## src/hw/rtl/bprq_pkg.sv

```systemverilog
// Shared definitions for the bucketed priority ready queue: parameter defaults,
// field widths, action codes, the cell write-enable group and sequencer states.
// No dependencies.
`default_nettype none

package bprq_pkg;

    // Parameter defaults
    localparam int THREADS_DEF = 32;
    localparam int LEVELS_DEF  = 32;
    localparam int BUCKETS_DEF = 8;

    // Fixed field widths of the request and response
    localparam int ACT_W  = 2;
    localparam int TID_W  = 5;
    localparam int PRIO_W = 5;

    // Action codes
    localparam logic [ACT_W-1:0] ACT_INSERT = 2'd0;
    localparam logic [ACT_W-1:0] ACT_REMOVE = 2'd1;
    localparam logic [ACT_W-1:0] ACT_PEEK   = 2'd2;
    localparam logic [ACT_W-1:0] ACT_ROTATE = 2'd3;

    // Field enables of one write into the cell row
    typedef struct packed {
        logic en_next;
        logic en_prev;
        logic en_prio;
    } cell_wr_t;

    // Sequencer states, one-hot
    typedef enum logic [12:0] {
        S_IDLE    = 13'b0000000000001,
        S_PEEK    = 13'b0000000000010,
        S_INS     = 13'b0000000000100,
        S_WALK    = 13'b0000000001000,
        S_LINK_A  = 13'b0000000010000,
        S_LINK_B  = 13'b0000000100000,
        S_LINK_C  = 13'b0000001000000,
        S_LOOK    = 13'b0000010000000,
        S_DECIDE  = 13'b0000100000000,
        S_UNL_A   = 13'b0001000000000,
        S_UNL_B   = 13'b0010000000000,
        S_ROT_ADV = 13'b0100000000000,
        S_RESP    = 13'b1000000000000
    } seq_state_t;

endpackage

`default_nettype wire

```

## src/hw/rtl/bprq_cell.sv

```systemverilog
// One thread entry of the ready queue: next link, previous link and priority.
// Joins the read chain of the cell row. Depends on bprq_pkg.
`default_nettype none

module bprq_cell
    import bprq_pkg::*;
#(
    parameter int TW  = $clog2(THREADS_DEF),
    parameter int IDX = 0
)
(
    input  logic                     clk,
    input  logic [TW-1:0]            rd_addr,
    input  logic [TW-1:0]            wr_addr,
    input  cell_wr_t                 wr_ctl,
    input  logic [TW-1:0]            wr_next,
    input  logic [TW-1:0]            wr_prev,
    input  logic [PRIO_W-1:0]        wr_prio,
    input  logic [2*TW+PRIO_W-1:0]   chain_in,
    output logic [2*TW+PRIO_W-1:0]   chain_out
);

    logic [TW-1:0]     next_reg;
    logic [TW-1:0]     prev_reg;
    logic [PRIO_W-1:0] prio_reg;
    logic              wr_hit;
    logic              rd_hit;

    assign wr_hit = (wr_addr == TW'(IDX));
    assign rd_hit = (rd_addr == TW'(IDX));

    always_ff @(posedge clk)
    begin
        if (wr_hit && wr_ctl.en_next)
        begin
            next_reg <= wr_next;
        end
        if (wr_hit && wr_ctl.en_prev)
        begin
            prev_reg <= wr_prev;
        end
        if (wr_hit && wr_ctl.en_prio)
        begin
            prio_reg <= wr_prio;
        end
    end

    // merge own entry into the chain when addressed
    assign chain_out = chain_in | (rd_hit ? {next_reg, prev_reg, prio_reg} : '0);

endmodule

`default_nettype wire

```

## src/hw/rtl/bucketed_priority_ready_queue.sv

```systemverilog
// Top level of the bucketed priority ready queue: list sequencer, bucket table,
// used-bucket bitmap and response register over a row of bprq_cell entries.
// Depends on bprq_pkg and bprq_cell.
//
// Usage:
//   Request channel (req_valid / req_stall) carries action, thread_id and
//   priority_req. Response channel (rsp_valid / rsp_stall) returns one
//   head_thread / head_valid pair for every request, in request order.
//   Each thread owns one cell holding its links and priority; the sequencer
//   reads one cell and writes one cell per cycle over the row.
// Steps: peek reads the bitmap, a thread id out of range goes straight to the
//   response, remove looks up the cell and unlinks it, insert into an empty
//   bucket writes the cell at once, other inserts and rotates walk the bucket
//   list, one entry per cycle; with one level per bucket a rotate only moves
//   the bucket head on. One request is in work at a time; the next is taken
//   once the sequencer is back in the idle state after the previous response is loaded.
// Stall: the response register holds while rsp_stall is high; a new request
//   is still accepted and worked on, and waits to load until the register frees.
// Reset: the used-bucket bitmap clears, so the queue starts empty. Cells and
//   bucket heads are written before they are read and need no clearing.
`default_nettype none

module bucketed_priority_ready_queue
    import bprq_pkg::*;
#(
    parameter int THREADS = THREADS_DEF,
    parameter int LEVELS  = LEVELS_DEF,
    parameter int BUCKETS = BUCKETS_DEF
)
(
    input  logic              clk,
    input  logic              rst_n,
    input  logic              req_valid,
    output logic              req_stall,
    input  logic [ACT_W-1:0]  action,
    input  logic [TID_W-1:0]  thread_id,
    input  logic [PRIO_W-1:0] priority_req,
    output logic              rsp_valid,
    input  logic              rsp_stall,
    output logic [TID_W-1:0]  head_thread,
    output logic              head_valid
);

    localparam int TW         = $clog2(THREADS);
    localparam int BW         = (BUCKETS > 1) ? $clog2(BUCKETS) : 1;
    localparam int DW         = 2 * TW + PRIO_W;
    localparam int PER        = (LEVELS + BUCKETS - 1) / BUCKETS;
    localparam int SHIFT      = $clog2(PER + 1) - 1;
    localparam int TCMP_W     = ((TW + 1 > TID_W) ? (TW + 1) : TID_W) + 1;
    localparam int BCMP_W     = ((BW > PRIO_W) ? BW : PRIO_W) + 1;
    localparam bit ROT_SIMPLE = (BUCKETS == LEVELS);

    // Map a priority to its bucket by the top bits, saturating at the last one
    function automatic logic [BW-1:0] bucket_of(input logic [PRIO_W-1:0] prio);
        logic [PRIO_W-1:0] sh;
        sh = prio >> SHIFT;
        if (BCMP_W'(sh) > BCMP_W'(BUCKETS - 1))
        begin
            return BW'(BUCKETS - 1);
        end
        return BW'(sh);
    endfunction

    // Control state
    seq_state_t         state_reg, state_next;
    logic [BUCKETS-1:0] used_reg, used_next;
    logic               rsp_valid_reg, rsp_valid_next;

    // Work registers
    logic [TW-1:0]      bhead_reg [BUCKETS];
    logic [TW-1:0]      bhead_next [BUCKETS];
    logic [ACT_W-1:0]   act_reg, act_next;
    logic [TW-1:0]      tid_reg, tid_next;
    logic [PRIO_W-1:0]  prio_reg, prio_next;
    logic [BW-1:0]      bkt_reg, bkt_next;
    logic [TW-1:0]      head_reg, head_next;
    logic [TW-1:0]      e_reg, e_next;
    logic [TW-1:0]      p_reg, p_next;
    logic [TW-1:0]      n_reg, n_next;
    logic [TW-1:0]      cnt_reg, cnt_next;
    logic               hdlt_reg, hdlt_next;
    logic [TID_W-1:0]   res_thread_reg, res_thread_next;
    logic               res_valid_reg, res_valid_next;
    logic [TID_W-1:0]   head_thread_reg, head_thread_next;
    logic               head_valid_reg, head_valid_next;

    // Cell row ports
    logic [TW-1:0]      rd_addr;
    logic [TW-1:0]      wr_addr;
    cell_wr_t           wr_ctl;
    logic [TW-1:0]      wr_next;
    logic [TW-1:0]      wr_prev;
    logic [PRIO_W-1:0]  wr_prio;
    logic [DW-1:0]      rd_chain [THREADS+1];
    logic [TW-1:0]      rd_next;
    logic [TW-1:0]      rd_prev;
    logic [PRIO_W-1:0]  rd_prio;

    logic [BW-1:0]      top_bkt;
    logic               t_ok;
    logic               rsp_free;

    // ---------------------------------------------------------------
    // Cell row: each cell ORs its entry into the chain when addressed
    // ---------------------------------------------------------------
    assign rd_chain[0] = '0;

    for (genvar gi = 0; gi < THREADS; gi++)
    begin : g_cell
        bprq_cell #(
            .TW  (TW),
            .IDX (gi)
        ) u_cell (
            .clk       (clk),
            .rd_addr   (rd_addr),
            .wr_addr   (wr_addr),
            .wr_ctl    (wr_ctl),
            .wr_next   (wr_next),
            .wr_prev   (wr_prev),
            .wr_prio   (wr_prio),
            .chain_in  (rd_chain[gi]),
            .chain_out (rd_chain[gi+1])
        );
    end

    assign rd_next = rd_chain[THREADS][DW-1 -: TW];
    assign rd_prev = rd_chain[THREADS][PRIO_W+TW-1 -: TW];
    assign rd_prio = rd_chain[THREADS][PRIO_W-1:0];

    // Highest used bucket for peek
    always_comb
    begin
        top_bkt = '0;
        for (int i = 0; i < BUCKETS; i++)
        begin
            if (used_reg[i])
            begin
                top_bkt = BW'(i);
            end
        end
    end

    assign t_ok      = (TCMP_W'(thread_id) < TCMP_W'(THREADS));
    assign rsp_free  = !rsp_valid_reg || !rsp_stall;
    assign req_stall = (state_reg != S_IDLE);

    // Cell read address: one entry per cycle
    always_comb
    begin
        case (state_reg)
            S_LOOK:    rd_addr = tid_reg;
            S_ROT_ADV: rd_addr = bhead_reg[bkt_reg];
            default:   rd_addr = e_reg;
        endcase
    end

    // ---------------------------------------------------------------
    // Sequencer
    // ---------------------------------------------------------------
    always_comb
    begin
        state_next       = state_reg;
        used_next        = used_reg;
        rsp_valid_next   = rsp_valid_reg && rsp_stall;
        bhead_next       = bhead_reg;
        act_next         = act_reg;
        tid_next         = tid_reg;
        prio_next        = prio_reg;
        bkt_next         = bkt_reg;
        head_next        = head_reg;
        e_next           = e_reg;
        p_next           = p_reg;
        n_next           = n_reg;
        cnt_next         = cnt_reg;
        hdlt_next        = hdlt_reg;
        res_thread_next  = res_thread_reg;
        res_valid_next   = res_valid_reg;
        head_thread_next = head_thread_reg;
        head_valid_next  = head_valid_reg;
        wr_addr          = tid_reg;
        wr_ctl           = '0;
        wr_next          = tid_reg;
        wr_prev          = tid_reg;
        wr_prio          = prio_reg;

        case (state_reg)
            S_IDLE:
            begin
                if (req_valid)
                begin
                    act_next        = action;
                    tid_next        = TW'(thread_id);
                    prio_next       = priority_req;
                    bkt_next        = bucket_of(priority_req);
                    res_thread_next = '0;
                    res_valid_next  = 1'b0;
                    if (action == ACT_PEEK)
                    begin
                        state_next = S_PEEK;
                    end
                    else if (!t_ok)
                    begin
                        state_next = S_RESP;
                    end
                    else if (action == ACT_INSERT)
                    begin
                        state_next = S_INS;
                    end
                    else
                    begin
                        state_next = S_LOOK;
                    end
                end
            end

            S_PEEK:
            begin
                if (|used_reg)
                begin
                    res_thread_next = TID_W'(bhead_reg[top_bkt]);
                    res_valid_next  = 1'b1;
                end
                state_next = S_RESP;
            end

            S_INS:
            begin
                // store the priority; an empty bucket takes the thread alone
                wr_addr        = tid_reg;
                wr_ctl.en_prio = 1'b1;
                if (!used_reg[bkt_reg])
                begin
                    wr_ctl.en_next      = 1'b1;
                    wr_ctl.en_prev      = 1'b1;
                    bhead_next[bkt_reg] = tid_reg;
                    used_next[bkt_reg]  = 1'b1;
                    state_next          = S_RESP;
                end
                else
                begin
                    head_next  = bhead_reg[bkt_reg];
                    e_next     = bhead_reg[bkt_reg];
                    cnt_next   = '0;
                    state_next = S_WALK;
                end
            end

            S_WALK:
            begin
                // first step reads the head: remember whether it loses to us
                if (cnt_reg == '0)
                begin
                    hdlt_next = (rd_prio < prio_reg);
                end
                if (rd_prio < prio_reg)
                begin
                    state_next = S_LINK_A;
                end
                else if (rd_next == head_reg || cnt_reg == TW'(THREADS - 1))
                begin
                    e_next     = head_reg;
                    state_next = S_LINK_A;
                end
                else
                begin
                    e_next   = rd_next;
                    cnt_next = cnt_reg + TW'(1);
                end
            end

            S_LINK_A:
            begin
                // thread goes in before the slot entry
                wr_addr        = tid_reg;
                wr_ctl.en_next = 1'b1;
                wr_ctl.en_prev = 1'b1;
                wr_next        = e_reg;
                wr_prev        = rd_prev;
                p_next         = rd_prev;
                if (hdlt_reg)
                begin
                    bhead_next[bkt_reg] = tid_reg;
                end
                state_next = S_LINK_B;
            end

            S_LINK_B:
            begin
                wr_addr        = p_reg;
                wr_ctl.en_next = 1'b1;
                wr_next        = tid_reg;
                state_next     = S_LINK_C;
            end

            S_LINK_C:
            begin
                wr_addr        = e_reg;
                wr_ctl.en_prev = 1'b1;
                wr_prev        = tid_reg;
                if (act_reg == ACT_ROTATE)
                begin
                    res_thread_next = TID_W'(bhead_reg[bkt_reg]);
                    res_valid_next  = 1'b1;
                end
                state_next = S_RESP;
            end

            S_LOOK:
            begin
                n_next     = rd_next;
                p_next     = rd_prev;
                prio_next  = rd_prio;
                bkt_next   = bucket_of(rd_prio);
                state_next = S_DECIDE;
            end

            S_DECIDE:
            begin
                if (!used_reg[bkt_reg])
                begin
                    state_next = S_RESP;
                end
                else if (act_reg == ACT_REMOVE)
                begin
                    if (n_reg == tid_reg)
                    begin
                        used_next[bkt_reg] = 1'b0;
                        state_next         = S_RESP;
                    end
                    else
                    begin
                        if (bhead_reg[bkt_reg] == tid_reg)
                        begin
                            bhead_next[bkt_reg] = n_reg;
                        end
                        state_next = S_UNL_A;
                    end
                end
                else if (n_reg == tid_reg)
                begin
                    // lone thread: nothing moves
                    res_thread_next = TID_W'(bhead_reg[bkt_reg]);
                    res_valid_next  = 1'b1;
                    state_next      = S_RESP;
                end
                else if (ROT_SIMPLE)
                begin
                    state_next = S_ROT_ADV;
                end
                else
                begin
                    bhead_next[bkt_reg] = n_reg;
                    state_next          = S_UNL_A;
                end
            end

            S_UNL_A:
            begin
                wr_addr        = p_reg;
                wr_ctl.en_next = 1'b1;
                wr_next        = n_reg;
                state_next     = S_UNL_B;
            end

            S_UNL_B:
            begin
                wr_addr        = n_reg;
                wr_ctl.en_prev = 1'b1;
                wr_prev        = p_reg;
                if (act_reg == ACT_REMOVE)
                begin
                    state_next = S_RESP;
                end
                else
                begin
                    // re-insert behind equals, walking from the new head
                    head_next  = n_reg;
                    e_next     = n_reg;
                    cnt_next   = '0;
                    state_next = S_WALK;
                end
            end

            S_ROT_ADV:
            begin
                bhead_next[bkt_reg] = rd_next;
                res_thread_next     = TID_W'(rd_next);
                res_valid_next      = 1'b1;
                state_next          = S_RESP;
            end

            S_RESP:
            begin
                if (rsp_free)
                begin
                    rsp_valid_next   = 1'b1;
                    head_thread_next = res_thread_reg;
                    head_valid_next  = res_valid_reg;
                    state_next       = S_IDLE;
                end
            end

            default:
            begin
                state_next = S_IDLE;
            end
        endcase
    end

    always_ff @(posedge clk or negedge rst_n)
    begin
        if (!rst_n)
        begin
            state_reg     <= S_IDLE;
            used_reg      <= '0;
            rsp_valid_reg <= 1'b0;
        end
        else
        begin
            state_reg     <= state_next;
            used_reg      <= used_next;
            rsp_valid_reg <= rsp_valid_next;
        end
    end

    always_ff @(posedge clk)
    begin
        bhead_reg       <= bhead_next;
        act_reg         <= act_next;
        tid_reg         <= tid_next;
        prio_reg        <= prio_next;
        bkt_reg         <= bkt_next;
        head_reg        <= head_next;
        e_reg           <= e_next;
        p_reg           <= p_next;
        n_reg           <= n_next;
        cnt_reg         <= cnt_next;
        hdlt_reg        <= hdlt_next;
        res_thread_reg  <= res_thread_next;
        res_valid_reg   <= res_valid_next;
        head_thread_reg <= head_thread_next;
        head_valid_reg  <= head_valid_next;
    end

    assign rsp_valid   = rsp_valid_reg;
    assign head_thread = head_thread_reg;
    assign head_valid  = head_valid_reg;

`ifndef SYNTHESIS
    // a response appears only out of the response state
    a_rsp_from_resp: assert property (@(posedge clk) disable iff (!rst_n)
        $rose(rsp_valid_reg) |-> ($past(state_reg) == S_RESP))
        else $error("response raised outside the response state");

    // insert into an empty bucket marks it used
    a_ins_marks: assert property (@(posedge clk) disable iff (!rst_n)
        (state_reg == S_INS && !used_reg[bkt_reg]) |=> used_reg[$past(bkt_reg)])
        else $error("insert into empty bucket left its bit clear");

    // bitmap moves only on insert or on the remove decision
    a_bitmap_src: assert property (@(posedge clk) disable iff (!rst_n)
        (used_reg != $past(used_reg))
            |-> ($past(state_reg) == S_INS || $past(state_reg) == S_DECIDE))
        else $error("used-bucket bitmap changed outside insert or remove");

    // peek reports valid exactly when some bucket is used
    a_peek_valid: assert property (@(posedge clk) disable iff (!rst_n)
        (state_reg == S_PEEK) |=> (res_valid_reg == $past(|used_reg)))
        else $error("peek validity disagrees with bitmap");
`endif

endmodule

`default_nettype wire

```

## config.mk

```make
export PLATFORM = sky130hd
export DESIGN_NAME = bucketed_priority_ready_queue
export DESIGN_NICKNAME = d
export VERILOG_FILES = /design/src/hw/rtl/bprq_pkg.sv /design/src/hw/rtl/bprq_cell.sv /design/src/hw/rtl/bucketed_priority_ready_queue.sv
export SDC_FILE = /design/constraint.sdc
export NUM_CORES = 1
export LEC_CHECK = 0
export BUFFER_PORTS_ARGS = -buffer_cell sky130_fd_sc_hd__clkbuf_2
export CORE_MARGIN = 5
export CORE_UTILIZATION = 65
export CTS_CLUSTER_SIZE = 20
export DETAILED_ROUTE_END_ITERATION = 7
export GPL_TIMING_DRIVEN = 0
export PLACE_DENSITY = 0.82
export SLEW_MARGIN = 20
export SYNTH_ARGS = -nofsm -noshare
export SYNTH_HDL_FRONTEND = slang
export SYNTH_HIERARCHICAL = 1
export SYNTH_SLANG_ARGS = --single-unit
export TNS_END_PERCENT = 1
```

## constraint.sdc

```tcl
create_clock -name clk -period 22.5 [get_ports clk]
set_input_delay 4.5 -clock clk [delete_from_list [all_inputs] [get_ports clk]]
set_output_delay 4.5 -clock clk [all_outputs]
set_load 0.02 [all_outputs]
```

==> results.cfg, run 1 <==
[outcome]
status = finished, final reports clean

[clock_tree]
cts_tree = done
ctsLongestPathBuffers = 3
root_buffer = clkbuf_16
insertion_delay_ns = 0.62
htreeDepth = 2
cts.sinks = 594
post_cts_buffers = 0
cts_hold_buf = 0
ctsResizeCount = 0
cts_made_buffers = 58
cts.clk_slew.worst_paths_ns = 0.06

[logic_synthesis]
synth_flop_cell = edfxtp_1
synth_cell_types = 79
synth_area_per_cell_um2 = 14.1
synth-seq-area-share_pct = 61.3
synth_cells = 2050
synth_edf_count = 573
ys_async_sr_fraction_pct = 3.54
ys_warn_count = 6
syn_area_mm2 = 0.0289
ys_ff_latch = 594

[setup_path]
crit_type = reg -> reg
path_max_fanout = 50
crit_cells = 46
ff2ff_path_depth = 46
cpMaxStageDelayCell = clkbuf_1
path_delay_family = compound AO/OA/AOI/OAI gates
required_ns = 22.75
crit_arrival_ns = 10.96
slowest_delay_ns = 0.52
start_kind = flip-flop
timing.critical_path.buf_inv = 3
cp-end-kind = flip-flop

[job]
drv_cap = 0

[layout]
multi_input_area_mm2 = 0.0104
final_common_cell = edfxtp_1
drive_above_1_share_pct = 23.1
finalNonFillerCells = 2812
most-common-layout-cells = edfxtp_1 (573), nand2b_1 (253), o21bai_2 (160), a31o_1 (150), a31o_2 (90)
final-seq-area_mm2 = 0.0177
final_nets = 2199
finish.instance_area_mm2 = 0.0322
nFillCells = 2751
n_antenna_cell = 0
syn2layout_area_growth_pct = 11.4

[floorplanning]
core-area_mm2 = 0.0441
start_util_pct = 65.6
num_rows = 77
pin_count = 24
die_area_mm2 = 0.0488
fp.dieH_um = 221
die_x_um = 221

[placement]
dp_hpwl_um = 45300
gp_congestion = 0.925
dp_worst_setup_slack_ns = 11.89
dp_cells = 2707
io_buffers = 23
postPlaceCellArea_mm2 = 0.0304

[global_routing]
grt.total_usage_pct = 26.2
gr-total-overflow = 0
antenna_found_initial = 0
grt_max_degree = 78
grt_pass1_wl_um = 103000
grt_pass1_vias = 18300

[min_path]
holdCritPathClass = reg -> reg
whs_path_depth = 0

[drt]
first_pass_iters = 5
routed_wl_um = 65400
via_per_inst = 6.38
routedWlPerCell_um = 23.2
vias = 17900
first_iter_violations = 1465
ant_nets = 0
drc_errors = 0

[sta]
max_slew.worst_pin.slew_ns = 1.13
rsz0062_at_grt = false
layout_setup_ws_ns = 11.79
hold_violations = 0
slew_headroom_pct = 24.1
clock_skew_ns = 0.0250
finalCritPeriodShare_pct = 47.6
finalCriticalPeriod_ns = 10.71
setup_viol = 0
hold_slack_ns = 0.420
maxSlewViolCount = 0
fmax_ghz = 0.0934
setup-tns-final_ns = 0

[pwr]
irDropWorstVdd_mv = 0.0904
leakage_nw = 10.7
powerDensity_mw_per_mm2 = 96.3
==> per-stage QoR <==
step	utilization, %	power (mW)
5_1_grt	73.0	3.22
6_report	73.0	3.11
3_3_place_gp	67.6	2.12
2_1_floorplan	-	1.90
4_1_cts	73.0	3.10
3_5_place_dp	68.9	2.17
==> path summary, 6_finish.rpt <==
check,startpoint,endpoint,slack [ns]
worst min register to register,res_valid_reg$_DFFE_PP_,head_valid$_DFFE_PP_,0.42
worst min-delay path,res_valid_reg$_DFFE_PP_,head_valid$_DFFE_PP_,0.42
max in group asynchronous,rst_n,state_reg[0]$_DFFE_PN1P_,18.29
min in group asynchronous,rst_n,state_reg[3]$_DFFE_PN0P_,3.84
worst max register to register,state_reg[12]$_DFFE_PN0P_,cnt_reg[3]$_SDFFCE_PN0P_,11.79
worst max-delay path,state_reg[12]$_DFFE_PN0P_,cnt_reg[3]$_SDFFCE_PN0P_,11.79
==> synth_stat cells, drive strengths merged, types with 4 or more instances <==
cell	instances	share of area (%)
edfxtp	573	59
nand2b	253	5.5
o21bai	241	8.3
a31o	240	7.3
nand2	100	1.3
nor3b	78	2.1
nor2	77	1.0
buf	55	2.2
clkbuf	44	0.57
inv	31	0.40
o21ai	31	0.54
a21oi	28	0.51
mux2i	27	0.93
nor3	22	0.40
dfrtp	20	1.7
nand3	18	0.31
nand4b	16	0.69
nand4bb	15	0.92
and3	14	0.30
a22oi	11	0.29
mux2	11	0.43
nand4	11	0.29
and4bb	9	0.47
or4b	9	0.32
xnor2	9	0.27
nor2b	8	0.17
o31ai	8	0.21
xor2	8	0.24
and2	7	0.15
ha	7	0.30
and4b	6	0.21
nor4b	6	0.41
or4	6	0.17
a211oi	5	0.15
nor4	5	0.26
o221ai	5	0.15
and4	4	0.13
o22ai	4	0.086
==> power by group <==
group / internal (mW) / switching (mW)
registers: 1.31 / 0.0335
logic: 0.329 / 0.492
clock network: 0.534 / 0.402
total: 2.18 / 0.927
==> cell type report <==
type | count | share of cell area (%)
well taps | 592 | 2.30
inverters | 32 | 0.373
multi-input cells | 1339 | 32.2
plain buffers | 99 | 2.47
clock inverters | 39 | 0.897
flip-flops and latches | 594 | 55.0
repair buffers | 52 | 1.95
clock buffers | 65 | 4.78
==> layer usage <==
metal	vias to the layer above	routed length (um)	track usage [%]
met5	-	0	0
met4	0	2390	9.62
met3	165	4000	3.55
met2	662	32200	44.3
met1	8895	26700	35.2
li1	8206	-	-
==> logic make-up after synthesis <==
kind of cell / share of synthesized area, %
muxes: 1.44
other: 0.0130
DFF: 61.3
adders and majority gates: 0.303
buffers and inverters: 3.17
AOI/OAI and AO/OA: 18.1
and+or+nand+nor: 15.2
xor gates and xnor gates: 0.515
==> worst reg2reg max path, delay by kind of cell (launching register included) <==
kind,cells,cell delay [ns]
compound gates,35,6.46
simple gates,7,2.14
buf+inv,3,1.03
flops,1,0.42
fa+ha+maj,1,0.29
Note: power is estimated with default switching activity, not from simulation.
==> run 2: changes to the inputs <==
Settings changed: CORE_UTILIZATION 65 to 58, PLACE_DENSITY 0.82 to 0.77.
Clock period 22.5 ns to 9.4 ns, I/O delays scaled along.
==> results.cfg, run 2 (synthesis gave the netlist of run 1 again) <==
[outcome]
status = finished, final reports clean

[sta]
maxSlewViolCount = 0
slew_headroom_pct = 13.7
setup_viol = 0
rsz0062_at_grt = true
hold_violations = 0
hold_slack_ns = 0.419
fmax_ghz = 0.107
finalCriticalPeriod_ns = 9.37
max_slew.worst_pin.slew_ns = 1.29
finalCritPeriodShare_pct = 99.7
clock_skew_ns = 0.0204

[job]
drv_cap = 0

[clock_tree]
cts.clk_slew.worst_paths_ns = 0.06
root_buffer = clkbuf_16
cts_made_buffers = 60
ctsLongestPathBuffers = 3
cts_tree = done
insertion_delay_ns = 0.62
cts.sinks = 594
cts_hold_buf = 0
htreeDepth = 2

[layout]
finalNonFillerCells = 2936
final_nets = 2245
n_antenna_cell = 0
drive_above_1_share_pct = 26.8
final_common_cell = edfxtp_1
syn2layout_area_growth_pct = 16.4
most-common-layout-cells = edfxtp_1 (573), nand2b_1 (250), o21bai_2 (157), a31o_1 (148), nor3b_1 (77)
nFillCells = 3239

[drt]
vias = 18400
routedWlPerCell_um = 23.6
first_pass_iters = 6
first_iter_violations = 1853
routed_wl_um = 69400
ant_nets = 0
via_per_inst = 6.28
drc_errors = 0

[min_path]
holdCritPathClass = reg -> reg
whs_path_depth = 0

[setup_path]
reg2reg_slack_ns = 0.03
crit_top_cell = a31o_4
cp-end-kind = flip-flop
ff2ff_path_depth = 47
required_ns = 9.71
cpMaxStageDelayCell = dfrtp_2
crit_type = reg -> reg
crit_arrival_ns = 9.68
path_max_fanout = 8
slowest_delay_ns = 0.44
start_kind = flip-flop

[floorplanning]
core-area_mm2 = 0.0492
start_util_pct = 58.9
pin_count = 24
die_x_um = 233
num_rows = 81
fp.dieH_um = 233
die_area_mm2 = 0.0544

[pwr]
leakage_nw = 11.2
powerDensity_mw_per_mm2 = 232
seqPwrFrac_pct = 41.4
switchingPower_mw = 2.35
pwr-share-clk_pct = 31.2
power.internal_mw = 5.46
irDropWorstVdd_mv = 0.244
pwr-share-comb_pct = 27.4
swShare_pct = 30.0

[global_routing]
grt.total_usage_pct = 24.5
grt_max_degree = 97
grt_pass1_vias = 18400
antenna_found_initial = 0
gr-total-overflow = 0
grt_pass1_wl_um = 105000

[placement]
dp_hpwl_um = 44200
gp_congestion = 0.901
io_buffers = 23
dp_cells = 2772
run 2: cell count changes in the layout (fill, tap and decap cells not counted), sizes merged:
| cell | previous run | this run |
|---|---|---|
| nand2 | 100 | 109 |
| bufinv | 4 | 9 |
| buf | 84 | 119 |
| clkbuf | 132 | 135 |
run 2: repair_timing:
item                       in CTS  in global routing
buffers inserted               13                 27
gates resized for setup        27                110
cloned                          7                  4
pin swaps                       7                 29
setup endpoints to repair     195                173
run 2: worst paths after layout:
| path | startpoint | to |
|---|---|---|
| worst max-delay path | state_reg[1]$_DFFE_PN0P_ | cnt_reg[0]$_SDFFCE_PN0P_ |
| min in group asynchronous | rst_n | state_reg[10]$_DFFE_PN0P_ |
| worst min-delay path | res_thread_reg[0]$_SDFFCE_PN0P_ | head_thread[0]$_DFFE_PP_ |
| worst min register to register | res_thread_reg[0]$_SDFFCE_PN0P_ | head_thread[0]$_DFFE_PP_ |
| max in group asynchronous | rst_n | state_reg[2]$_DFFE_PN0P_ |
| worst max register to register | state_reg[1]$_DFFE_PN0P_ | cnt_reg[0]$_SDFFCE_PN0P_ |
run 2: layout make-up:
type                            instances  area [um2]  share of cell area, %
Timing Repair Buffer                   88         866                   2.57
Tap cell                              664         831                   2.47
Sequential cell                       594       17700                   52.7
Clock buffer                           68        1550                   4.61
Buffer                                 98         823                   2.44
Inverter                               32         120                  0.357
Clock inverter                         44         443                   1.31
Multi-Input combinational cell       1348       11300                   33.6
run 2: metrics by stage:
stage                     setup TNS [ns]  power [mW]  setup slack, ns  cell area, um2  utilization, %
final                                  0        7.81           0.0325           33700            68.5
after global placement           -270.72        5.04            -1.65           30000            61.0
after global routing               -2.23        8.09           -0.230           33700            68.5
after CTS                          -1.82        7.64           -0.167           32600            66.4
after floorplan                        0        4.54            0.188           29000               -
after detailed placement         -194.92        5.17            -1.49           30300            61.7
run 2: critical path: cells and delay by family, from the launching register on:
kind	cells	cell delay, ns
AOI/OAI and AO/OA	37	6.64
adders and majority gates	1	0.26
and+or+nand+nor	7	1.32
buffers and inverters	2	0.39
DFF	1	0.44
run 2: routing by layer:
metal / vias up / track usage, % / routed length, um
li1: 8329 / - / -
met1: 9175 / 33.6 / 28700
met2: 785 / 40.4 / 33800
met3: 157 / 3.44 / 4580
met4: 0 / 8.58 / 2360
met5: - / 0 / 0
run 2: power by group through the flow:
| stage | clock network (mW) | registers (mW) | logic, mW |
|---|---|---|---|
| floorplan | 0 | 3.26 | 1.28 |
| global placement | 0 | 3.32 | 1.72 |
| detailed placement | 0 | 3.30 | 1.87 |
| CTS | 2.47 | 3.25 | 1.93 |
| global route | 2.58 | 3.24 | 2.27 |
| finish | 2.43 | 3.24 | 2.14 |
